## src/srcd_pkg.sv

```systemverilog
`default_nettype none

package srcd_pkg;

    localparam int BYTE_W   = 8;
    localparam int WORD_W   = 16;
    localparam int WNUM_W   = 5;
    localparam int CONV_W   = 15;
    localparam int WPF_W    = 6;
    localparam int SCALE_W  = 15;
    localparam int PROD_W   = WORD_W + SCALE_W;

    localparam int APB_ADDR_W = 4;
    localparam int APB_DATA_W = 32;

    // Hard ceiling on frame length set by the word index width
    localparam int HARD_WORDS = 32;

    localparam logic [1:0] REG_CRC_POLY   = 2'd0;
    localparam logic [1:0] REG_CRC_START  = 2'd1;
    localparam logic [1:0] REG_WORDS      = 2'd2;
    localparam logic [1:0] REG_MEAS_MODE  = 2'd3;

    localparam logic [BYTE_W-1:0] CRC_POLY_RST  = 8'h31;
    localparam logic [BYTE_W-1:0] CRC_START_RST = 8'hFF;
    localparam logic [WPF_W-1:0]  WORDS_RST     = 6'd2;
    localparam logic              MEAS_MODE_RST = 1'b1;

    // Full-scale factors: 175.00 degC span and 100.00 %RH span, in hundredths
    localparam logic [SCALE_W-1:0] TEMP_SCALE  = 15'd17500;
    localparam logic [SCALE_W-1:0] HUM_SCALE   = 15'd10000;
    localparam logic [WORD_W-1:0]  TEMP_OFFSET = 16'd4500;

    typedef enum logic [2:0] {
        PH_HIGH = 3'b001,
        PH_LOW  = 3'b010,
        PH_CRC  = 3'b100
    } phase_t;

    typedef struct packed {
        logic [WORD_W-1:0] data_word;
        logic              crc_ok;
        logic [WNUM_W-1:0] word_number;
        logic              last_word;
        logic              meas_mode;
    } cand_t;

    // MSB-first CRC-8 over one byte, top polynomial bit implicit
    function automatic logic [BYTE_W-1:0] crc8_step(
        input logic [BYTE_W-1:0] crc,
        input logic [BYTE_W-1:0] data,
        input logic [BYTE_W-1:0] poly
    );
        logic [BYTE_W-1:0] v;
        v = crc ^ data;
        for (int b = 0; b < BYTE_W; b++)
        begin
            v = v[BYTE_W-1] ? ((v << 1) ^ poly) : (v << 1);
        end
        return v;
    endfunction

endpackage

`default_nettype wire

```

## src/srcd_ifs.sv

```systemverilog
`default_nettype none

interface srcd_byte_if;
    import srcd_pkg::*;

    logic              valid;
    logic              ready;
    logic [BYTE_W-1:0] rx_byte;
    logic              frame_start;

    modport source (output valid, output rx_byte, output frame_start, input ready);
    modport sink   (input valid, input rx_byte, input frame_start, output ready);
endinterface

interface srcd_word_if;
    import srcd_pkg::*;

    logic                     valid;
    logic                     ready;
    logic [WORD_W-1:0]        data_word;
    logic                     crc_ok;
    logic                     frame_ok;
    logic [WNUM_W-1:0]        word_number;
    logic                     last_word;
    logic signed [CONV_W-1:0] converted_value;

    modport source (output valid, output data_word, output crc_ok, output frame_ok,
                    output word_number, output last_word, output converted_value,
                    input ready);
    modport sink   (input valid, input data_word, input crc_ok, input frame_ok,
                    input word_number, input last_word, input converted_value,
                    output ready);
endinterface

`default_nettype wire

```

## src/srcd_crc_track.sv

```systemverilog
`default_nettype none

module srcd_crc_track #(
    parameter int MAX_WORDS = 32
) (
    input  wire logic                        clk,
    input  wire logic                        rst_n,
    srcd_byte_if.sink                        rx,
    input  wire logic [srcd_pkg::BYTE_W-1:0] crc_poly,
    input  wire logic [srcd_pkg::BYTE_W-1:0] crc_start,
    input  wire logic [srcd_pkg::WPF_W-1:0]  words_per_frame,
    input  wire logic                        meas_mode,
    output      logic                        cand_valid,
    output      srcd_pkg::cand_t             cand,
    input  wire logic                        cand_ready
);
    import srcd_pkg::*;

    localparam int CAP = (MAX_WORDS < HARD_WORDS) ? MAX_WORDS : HARD_WORDS;
    localparam logic [WPF_W-1:0] CAP_W = WPF_W'(CAP);

    phase_t            phase_reg, phase_next, phase_eff;
    logic [BYTE_W-1:0] crc_reg, crc_next;
    logic [BYTE_W-1:0] high_reg, high_next;
    logic [BYTE_W-1:0] low_reg, low_next;
    logic [WNUM_W-1:0] cnt_reg, cnt_next, cnt_eff;
    logic              failed_reg, failed_next, failed_eff;
    logic              cand_valid_reg, cand_valid_next;
    cand_t             cand_reg, cand_next;

    logic              in_fire;
    logic              cand_load;
    logic              crc_match;
    logic              is_last;
    logic [WPF_W-1:0]  wpf_eff;
    logic [WNUM_W-1:0] last_index;

    assign rx.ready   = !cand_valid_reg || cand_ready;
    assign in_fire    = rx.valid && rx.ready;
    assign cand_valid = cand_valid_reg;
    assign cand       = cand_reg;

    always_comb
    begin
        wpf_eff = (words_per_frame == '0) ? WPF_W'(1) : words_per_frame;
        if (wpf_eff > CAP_W)
        begin
            wpf_eff = CAP_W;
        end
        last_index = WNUM_W'(wpf_eff - WPF_W'(1));
    end

    always_comb
    begin
        // frame start restarts position and error before the byte is used
        phase_eff  = rx.frame_start ? PH_HIGH : phase_reg;
        cnt_eff    = rx.frame_start ? '0 : cnt_reg;
        failed_eff = rx.frame_start ? 1'b0 : failed_reg;

        crc_match = (rx.rx_byte == crc_reg);
        is_last   = (cnt_eff == last_index);

        phase_next  = phase_reg;
        crc_next    = crc_reg;
        high_next   = high_reg;
        low_next    = low_reg;
        cnt_next    = cnt_reg;
        failed_next = failed_reg;
        cand_load   = 1'b0;
        cand_next   = cand_reg;

        if (in_fire)
        begin
            case (phase_eff)
                PH_HIGH:
                begin
                    high_next   = rx.rx_byte;
                    crc_next    = crc8_step(crc_start, rx.rx_byte, crc_poly);
                    cnt_next    = cnt_eff;
                    failed_next = failed_eff;
                    phase_next  = PH_LOW;
                end
                PH_LOW:
                begin
                    low_next   = rx.rx_byte;
                    crc_next   = crc8_step(crc_reg, rx.rx_byte, crc_poly);
                    phase_next = PH_CRC;
                end
                PH_CRC:
                begin
                    cand_load             = !failed_eff;
                    cand_next.data_word   = {high_reg, low_reg};
                    cand_next.crc_ok      = crc_match;
                    cand_next.word_number = cnt_eff;
                    cand_next.last_word   = is_last;
                    cand_next.meas_mode   = meas_mode;
                    crc_next              = crc_start;
                    phase_next            = PH_HIGH;
                    if (is_last)
                    begin
                        cnt_next    = '0;
                        failed_next = 1'b0;
                    end
                    else
                    begin
                        cnt_next    = cnt_eff + WNUM_W'(1);
                        failed_next = failed_eff || !crc_match;
                    end
                end
                default:
                begin
                    phase_next = PH_HIGH;
                end
            endcase
        end

        if (cand_load)
        begin
            cand_valid_next = 1'b1;
        end
        else if (cand_ready)
        begin
            cand_valid_next = 1'b0;
        end
        else
        begin
            cand_valid_next = cand_valid_reg;
        end
    end

    always_ff @(posedge clk or negedge rst_n)
    begin
        if (!rst_n)
        begin
            phase_reg      <= PH_HIGH;
            crc_reg        <= CRC_START_RST;
            cnt_reg        <= '0;
            failed_reg     <= 1'b0;
            cand_valid_reg <= 1'b0;
        end
        else
        begin
            phase_reg      <= phase_next;
            crc_reg        <= crc_next;
            cnt_reg        <= cnt_next;
            failed_reg     <= failed_next;
            cand_valid_reg <= cand_valid_next;
        end
    end

    always_ff @(posedge clk)
    begin
        high_reg <= high_next;
        low_reg  <= low_next;
        if (cand_load)
        begin
            cand_reg <= cand_next;
        end
    end

    a_cand_from_crc_byte: assert property (@(posedge clk) disable iff (!rst_n)
        $rose(cand_valid_reg) |-> $past(in_fire && phase_eff == PH_CRC))
        else $error("candidate word appeared without a CRC byte transfer");

    a_phase_wraps: assert property (@(posedge clk) disable iff (!rst_n)
        (in_fire && phase_eff == PH_CRC) |=> (phase_reg == PH_HIGH))
        else $error("byte phase did not return to high byte after CRC byte");

    a_frame_end_clears: assert property (@(posedge clk) disable iff (!rst_n)
        (in_fire && phase_eff == PH_CRC && is_last) |=> (cnt_reg == '0 && !failed_reg))
        else $error("word count or failure flag not cleared at frame end");

endmodule

`default_nettype wire

```

## src/srcd_convert.sv

```systemverilog
`default_nettype none

module srcd_convert (
    input  wire logic            clk,
    input  wire logic            rst_n,
    input  wire logic            cand_valid,
    input  wire srcd_pkg::cand_t cand,
    output      logic            cand_ready,
    srcd_word_if.source          res
);
    import srcd_pkg::*;

    logic                     out_valid_reg;
    logic [WORD_W-1:0]        word_reg;
    logic                     ok_reg;
    logic [WNUM_W-1:0]        wnum_reg;
    logic                     last_reg;
    logic signed [CONV_W-1:0] conv_reg, conv_next;

    logic                     load;
    logic [SCALE_W-1:0]       scale;
    logic [PROD_W-1:0]        prod;
    logic [PROD_W:0]          quo_sum;
    logic [WORD_W-1:0]        quo;

    assign cand_ready = !out_valid_reg || res.ready;
    assign load       = cand_valid && cand_ready;

    assign scale = (cand.word_number == '0) ? TEMP_SCALE : HUM_SCALE;
    assign prod  = PROD_W'(cand.data_word) * PROD_W'(scale);

    // floor(p / 65535) = (p + (p >> 16) + 1) >> 16 while the quotient stays below 2^16
    assign quo_sum = (PROD_W+1)'(prod) + (PROD_W+1)'(prod >> WORD_W) + (PROD_W+1)'(1);
    assign quo     = quo_sum[WORD_W +: WORD_W];

    always_comb
    begin
        conv_next = '0;
        if (cand.meas_mode)
        begin
            if (cand.word_number == '0)
            begin
                conv_next = CONV_W'(quo - TEMP_OFFSET);
            end
            else if (cand.word_number == WNUM_W'(1))
            begin
                conv_next = CONV_W'(quo);
            end
        end
    end

    always_ff @(posedge clk or negedge rst_n)
    begin
        if (!rst_n)
        begin
            out_valid_reg <= 1'b0;
        end
        else if (load)
        begin
            out_valid_reg <= 1'b1;
        end
        else if (res.ready)
        begin
            out_valid_reg <= 1'b0;
        end
    end

    always_ff @(posedge clk)
    begin
        if (load)
        begin
            word_reg <= cand.data_word;
            ok_reg   <= cand.crc_ok;
            wnum_reg <= cand.word_number;
            last_reg <= cand.last_word;
            conv_reg <= conv_next;
        end
    end

    assign res.valid           = out_valid_reg;
    assign res.data_word       = word_reg;
    assign res.crc_ok          = ok_reg;
    assign res.frame_ok        = ok_reg;
    assign res.word_number     = wnum_reg;
    assign res.last_word       = last_reg;
    assign res.converted_value = conv_reg;

endmodule

`default_nettype wire

```

## src/sensor_response_crc_deframer_unit.sv

```systemverilog
// Sensor response CRC deframer.
// rx carries one received response byte per transfer, with frame_start
// marking the first byte of a new response. Every three bytes form one
// word: high data byte, low data byte, then a CRC-8 over the two.
// res carries one result per CRC byte: the word, its CRC check, the
// frame status, the word index, a last-word mark and, in measurement
// mode, the temperature (word 0) or humidity (word 1) in hundredths.
// After a word fails its CRC, the rest of that frame gives no result.
// Configuration goes through the APB port, four 32-bit registers at
// byte offsets 0, 4, 8 and 12; pready is tied high.
// Throughput: one byte per cycle, sustained while res accepts results. A
// result goes from its CRC byte transfer into the word candidate
// register, then through the scale multiplier and constant divide
// into the output register.
// Reset clears the byte position, word count and failure flag, and
// loads the register defaults. When res stalls, the output and the
// candidate register hold; rx stalls for any byte while the candidate
// register holds a word that the output register cannot take yet.
`default_nettype none

module sensor_response_crc_deframer_unit #(
    parameter int MAX_WORDS = 32
) (
    input  wire logic                            clk,
    input  wire logic                            rst_n,
    srcd_byte_if.sink                            rx,
    srcd_word_if.source                          res,
    input  wire logic                            psel,
    input  wire logic                            penable,
    input  wire logic                            pwrite,
    input  wire logic [srcd_pkg::APB_ADDR_W-1:0] paddr,
    input  wire logic [srcd_pkg::APB_DATA_W-1:0] pwdata,
    output      logic [srcd_pkg::APB_DATA_W-1:0] prdata,
    output      logic                            pready
);
    import srcd_pkg::*;

    logic [BYTE_W-1:0] crc_poly_reg;
    logic [BYTE_W-1:0] crc_start_reg;
    logic [WPF_W-1:0]  words_reg;
    logic              meas_mode_reg;

    logic              cfg_write;
    logic [1:0]        reg_sel;

    logic              cand_valid;
    logic              cand_ready;
    cand_t             cand;

    assign pready    = 1'b1;
    assign reg_sel   = paddr[3:2];
    // write lands on the access phase
    assign cfg_write = psel && penable && pwrite && pready;

    always_ff @(posedge clk or negedge rst_n)
    begin
        if (!rst_n)
        begin
            crc_poly_reg  <= CRC_POLY_RST;
            crc_start_reg <= CRC_START_RST;
            words_reg     <= WORDS_RST;
            meas_mode_reg <= MEAS_MODE_RST;
        end
        else if (cfg_write)
        begin
            case (reg_sel)
                REG_CRC_POLY:  crc_poly_reg  <= pwdata[BYTE_W-1:0];
                REG_CRC_START: crc_start_reg <= pwdata[BYTE_W-1:0];
                REG_WORDS:     words_reg     <= pwdata[WPF_W-1:0];
                REG_MEAS_MODE: meas_mode_reg <= pwdata[0];
                default:       ;
            endcase
        end
    end

    always_comb
    begin
        case (reg_sel)
            REG_CRC_POLY:  prdata = APB_DATA_W'(crc_poly_reg);
            REG_CRC_START: prdata = APB_DATA_W'(crc_start_reg);
            REG_WORDS:     prdata = APB_DATA_W'(words_reg);
            REG_MEAS_MODE: prdata = APB_DATA_W'(meas_mode_reg);
            default:       prdata = '0;
        endcase
    end

    // byte position, running CRC and frame bookkeeping
    srcd_crc_track #(
        .MAX_WORDS (MAX_WORDS)
    ) u_crc_track (
        .clk             (clk),
        .rst_n           (rst_n),
        .rx              (rx),
        .crc_poly        (crc_poly_reg),
        .crc_start       (crc_start_reg),
        .words_per_frame (words_reg),
        .meas_mode       (meas_mode_reg),
        .cand_valid      (cand_valid),
        .cand            (cand),
        .cand_ready      (cand_ready)
    );

    // scale conversion and output register
    srcd_convert u_convert (
        .clk        (clk),
        .rst_n      (rst_n),
        .cand_valid (cand_valid),
        .cand       (cand),
        .cand_ready (cand_ready),
        .res        (res)
    );

endmodule

`default_nettype wire
```

## src/flat_wrapper.sv

```systemverilog
// flat-port wrapper written by rule: the top's interface ports become plain ports
module sensor_response_crc_deframer_unit_flat import srcd_pkg::*;
#(
    parameter int MAX_WORDS = 32
)
  (clk, rst_n, psel, penable, pwrite, paddr, pwdata, prdata, pready, rx_valid, rx_rx_byte, rx_frame_start, rx_ready, res_valid, res_data_word, res_crc_ok, res_frame_ok, res_word_number, res_last_word, res_converted_value, res_ready);
  srcd_byte_if rx_i ();
  srcd_word_if res_i ();
  input  wire logic clk;
  input  wire logic rst_n;
  input  wire logic psel;
  input  wire logic penable;
  input  wire logic pwrite;
  input  wire logic [srcd_pkg::APB_ADDR_W-1:0] paddr;
  input  wire logic [srcd_pkg::APB_DATA_W-1:0] pwdata;
  output      logic [srcd_pkg::APB_DATA_W-1:0] prdata;
  output      logic pready;
  input wire logic [$bits(rx_i.valid)-1:0] rx_valid;
  input wire logic [$bits(rx_i.rx_byte)-1:0] rx_rx_byte;
  input wire logic [$bits(rx_i.frame_start)-1:0] rx_frame_start;
  output wire logic [$bits(rx_i.ready)-1:0] rx_ready;
  output wire logic [$bits(res_i.valid)-1:0] res_valid;
  output wire logic [$bits(res_i.data_word)-1:0] res_data_word;
  output wire logic [$bits(res_i.crc_ok)-1:0] res_crc_ok;
  output wire logic [$bits(res_i.frame_ok)-1:0] res_frame_ok;
  output wire logic [$bits(res_i.word_number)-1:0] res_word_number;
  output wire logic [$bits(res_i.last_word)-1:0] res_last_word;
  output wire logic [$bits(res_i.converted_value)-1:0] res_converted_value;
  input wire logic [$bits(res_i.ready)-1:0] res_ready;
  assign rx_i.valid = rx_valid;
  assign rx_i.rx_byte = rx_rx_byte;
  assign rx_i.frame_start = rx_frame_start;
  assign rx_ready = rx_i.ready;
  assign res_valid = res_i.valid;
  assign res_data_word = res_i.data_word;
  assign res_crc_ok = res_i.crc_ok;
  assign res_frame_ok = res_i.frame_ok;
  assign res_word_number = res_i.word_number;
  assign res_last_word = res_i.last_word;
  assign res_converted_value = res_i.converted_value;
  assign res_i.ready = res_ready;
  sensor_response_crc_deframer_unit #(.MAX_WORDS(MAX_WORDS)) u_core (.clk(clk), .rst_n(rst_n), .rx(rx_i), .res(res_i), .psel(psel), .penable(penable), .pwrite(pwrite), .paddr(paddr), .pwdata(pwdata), .prdata(prdata), .pready(pready));
endmodule
```

## config.mk

```make
export PLATFORM = sky130hd
export DESIGN_NAME = sensor_response_crc_deframer_unit_flat
export DESIGN_NICKNAME = d
export VERILOG_FILES = /design/src/srcd_pkg.sv /design/src/srcd_ifs.sv /design/src/srcd_crc_track.sv /design/src/srcd_convert.sv /design/src/sensor_response_crc_deframer_unit.sv /design/src/flat_wrapper.sv
export SDC_FILE = /design/constraint.sdc
export NUM_CORES = 1
export LEC_CHECK = 0
export ABC_AREA = 1
export ABC_CLOCK_PERIOD_IN_PS = 8000
export BUFFER_PORTS_ARGS = -buffer_cell sky130_fd_sc_hd__buf_2
export CORE_MARGIN = 2
export CORE_UTILIZATION = 28
export DETAILED_ROUTE_END_ITERATION = 12
export GPL_ROUTABILITY_DRIVEN = 0
export GPL_TIMING_DRIVEN = 0
export HOLD_SLACK_MARGIN = 0.08
export PLACE_DENSITY_LB_ADDON = 0.3
export SYNTH_ARGS = -nofsm -noshare
export SYNTH_HDL_FRONTEND = slang
export SYNTH_SLANG_ARGS = --single-unit
```

## constraint.sdc

```tcl
create_clock -name clk -period 8 [get_ports clk]
set_input_delay 1.2 -clock clk [delete_from_list [all_inputs] [get_ports clk]]
set_output_delay 1.2 -clock clk [all_outputs]
set_load 0.01 [all_outputs]
```

==> flow_summary.yaml <==
global_routing:
  met2_usage_pct: 28.2
  grt-ovfl-total: 0
  use_met1_pct: 18.4
  busiest_layer: "met2"
  antenna_found_initial: 1
  met3_usage_pct: 2.21
  grt_use_total_pct: 15.3
  grt_pass1_wl_mm: 63.9
  grt_max_degree: 43
  grt_pass1_vias: 12300
route:
  via_per_inst: 4.55
  wl_per_cell_um: 14.9
  ant_nets: 0
  routed_wl_mm: 40.7
  drc: 0
  drt_iter0_drc: 749
  first_pass_iters: 7
  vias: 12500
synth:
  synth.area.top_cells: "edfxtp_1 16%, nand2_1 13%, fa_1 13%, ha_1 12%, inv_1 8.2%"
  synth.avg_cell_area_um2: 7.66
  ys_types: 54
  synthArstFlopShare_pct: 35.0
  syn_inst: 1862
  syn_area_mm2: 0.0143
  ys_seq_area_share_pct: 24.0
  synth_top_area_share_pct: 16.4
  ys.flop_type: "edfxtp_1"
  synth_edf_count: 78
  post-synth-top-area-cell: "edfxtp_1"
  synth_warnings: 0
  ys_ff_latch: 120
pwr:
  combPwrFrac_pct: 73.3
  p_seq_share_pct: 13.6
  p_switching_uw: 3130
  internal-power_uw: 2890
  ir_worst_vdd_mv: 0.186
  switching_share_pct: 52.0
  p_total_uw: 6010
  power_density_mw_per_mm2: 339
  total_leakage_power_uw: 0.00868
  clock_power_share_pct: 13.2
die:
  start_util_pct: 28.4
  die_y_um: 230
  die_w_um: 230
  dieArea_mm2: 0.0528
  core_area_mm2: 0.0503
  placementRows: 82
  io_pins: 126
critical_path:
  required_ns: 8.19
  path_common_cell: "nand2_2"
  slowest_delay_ns: 0.60
  worstSetupEndpointType: "flip-flop"
  slowest_stage: "fa_1"
  critPathKind: "flip-flop to flip-flop"
  regToRegSetupSlack_ns: 0.25
  critical_path.max_fanout: 7
  startpoint_type: "flip-flop"
  crit_arrival_ns: 7.95
clock_network:
  clk_pin_slew_worst_paths_ns: 0.07
  cts_tree: "built"
  clk_latency_ns: 0.44
  cts.htree.levels: 4
  cts_made_buffers: 17
  clockBufferDepth: 2
  cts_root_buffer: "clkbuf_16"
  cts.sinks: 120
outcome:
  status: "finished clean"
cells_and_area:
  nets: 2330
  largest_reg_flops: 24
  drive_gt1_share_pct: 22.5
  area_growth_pct: 24.5
  fill_cells: 5264
  diodes: 0
timing:
  fmaxAchievable_mhz: 129
  timing.final.hold_violations: 0
  rsz0062_at_grt: "yes"
  setup_tns_ns: 0
  setup_viol: 0
  slew_headroom_pct: 37.6
  skew_ns: 0.0175
  fin_crit_ns: 7.75
  tightest_slew_ns: 0.936
  timing.final.crit_share_pct: 96.9
  slew_viol_final: 0
run:
  cap_violations: 0
placed_design:
  port_buffers: 74
  dp_hpwl_mm: 32.6
hold_path:
  min_path_type: "flip-flop to flip-flop"
per-layer routing:
layer / wire length (µm) / vias to the layer above / share of wire (%)
met1: 17000 / 5961 / 42
li1: - / 6200 / -
met5: 20 / - / 0.049
met2: 21000 / 241 / 52
met3: 1640 / 53 / 4.0
met4: 1070 / 2 / 2.6
placed cells by master (no fill, tap or decap), types with 20 or more instances in the layout:
master     synthesis  routed
dfrtp_1           20      20
ha_1             137     102
clkbuf_16          0      22
dfstp_2           22      22
xor2_1            42      39
ha_4               0      33
conb_1             2      54
nand4_1           23      23
nand2_1          503     461
edfxtp_1          78      78
nand3_1          142     133
xnor2_1           36      35
a21oi_1           40      29
inv_2              7      23
o21ai_0           73      64
buf_4             27      66
nor2_1           131     114
fa_1              90      86
buf_2              6      80
inv_1            311     293
nand3_2           13      20
nand2_2           31      62
nand2_4           10      21
kinds of logic (layout without fill, tap and decap cells):
group,after synthesis,count (layout),synth area share [%]
fa+ha+maj,227,227,24.6
compound gates,156,156,6.13
buf+inv,385,535,11.9
xor+xnor,82,82,5.32
flops,120,120,24.0
simple gates,890,890,28.0
other cells,2,54,0.0526
final timing paths:
path                                               start                                  endpoint  depth (start not counted)
max                           u_core.u_crc_track.cand[6]  u_core.u_convert.res.converted_value[14]                         44
min                        u_core.u_crc_track.low_reg[6]               u_core.u_crc_track.cand[14]                          0
max reg2reg                   u_core.u_crc_track.cand[6]  u_core.u_convert.res.converted_value[14]                         44
min reg2reg                u_core.u_crc_track.low_reg[6]               u_core.u_crc_track.cand[14]                          0
max in group asynchronous                          rst_n                    u_core.crc_poly_reg[6]                          1
min in group asynchronous                          rst_n                u_core.u_convert.res.valid                          1
repair_timing:
item / CTS / global route
pin swaps: 19 / 80
hold buffers: 0 / 0
buffers inserted: 7 / 33
cloned: 0 / 3
setup endpoints to repair: 15 / 12
gates resized for setup: 82 / 151
synthesized netlist by cell type (all sizes together) (3+ instances only):
master	number
nand3	160
fa	90
o22ai	8
o21ai	77
clkinv	3
dfrtp	20
xor2	45
nor4	3
a211oi	3
dfstp	22
o221ai	4
clkbuf	23
a21o	6
nand4	23
ha	137
or2	3
nor2	140
xnor2	37
o21bai	9
buf	41
nor3	7
and2	3
nand2	544
edfxtp	78
inv	318
a21oi	40
nand3b	5
final cells by class:
type | instances | area [µm²] | area share (%)
clock inverters | 12 | 126 | 0.711
clock buffers | 20 | 489 | 2.75
flip-flops and latches | 120 | 3420 | 19.3
inverters | 321 | 1210 | 6.83
repair buffers | 119 | 781 | 4.40
multi-input cells | 1409 | 10300 | 58.1
plain buffers | 63 | 571 | 3.21
well taps | 672 | 841 | 4.73
power groups by stage:
stage | combinational, µW | clock, µW | sequential [µW]
final | 4410 | 792 | 816
after global routing | 4940 | 832 | 820
after CTS | 3800 | 811 | 817
after detailed placement | 3630 | 0 | 828
after global placement | 3580 | 0 | 828
after floorplan | 2840 | 0 | 796
metrics by stage:
step           worst slack (ns)  hold WS [ns]  cells  cell area (µm²)  util (%)
2_1_floorplan             0.375         0.400   1914            14500         -
3_3_place_gp              -1.40         0.401   2660            15700      31.2
3_5_place_dp              -1.47         0.405   2662            15700      31.3
4_1_cts                 0.00497         0.407   2700            16800      33.4
5_1_grt                  -0.188         0.424   2736            17800      35.3
6_report                  0.245         0.406   2736            17800      35.3
worst max-delay path, delay by kind of cell (launching register included):
| kind | cells | cell delay (ns) |
|---|---|---|
| buffers and inverters | 9 | 0.79 |
| DFF | 1 | 0.43 |
| and+or+nand+nor | 21 | 2.14 |
| AOI/OAI and AO/OA | 4 | 0.56 |
| adders and majority gates | 9 | 3.24 |
| xor gates and xnor gates | 1 | 0.31 |
(Power assumes the default switching activity.)
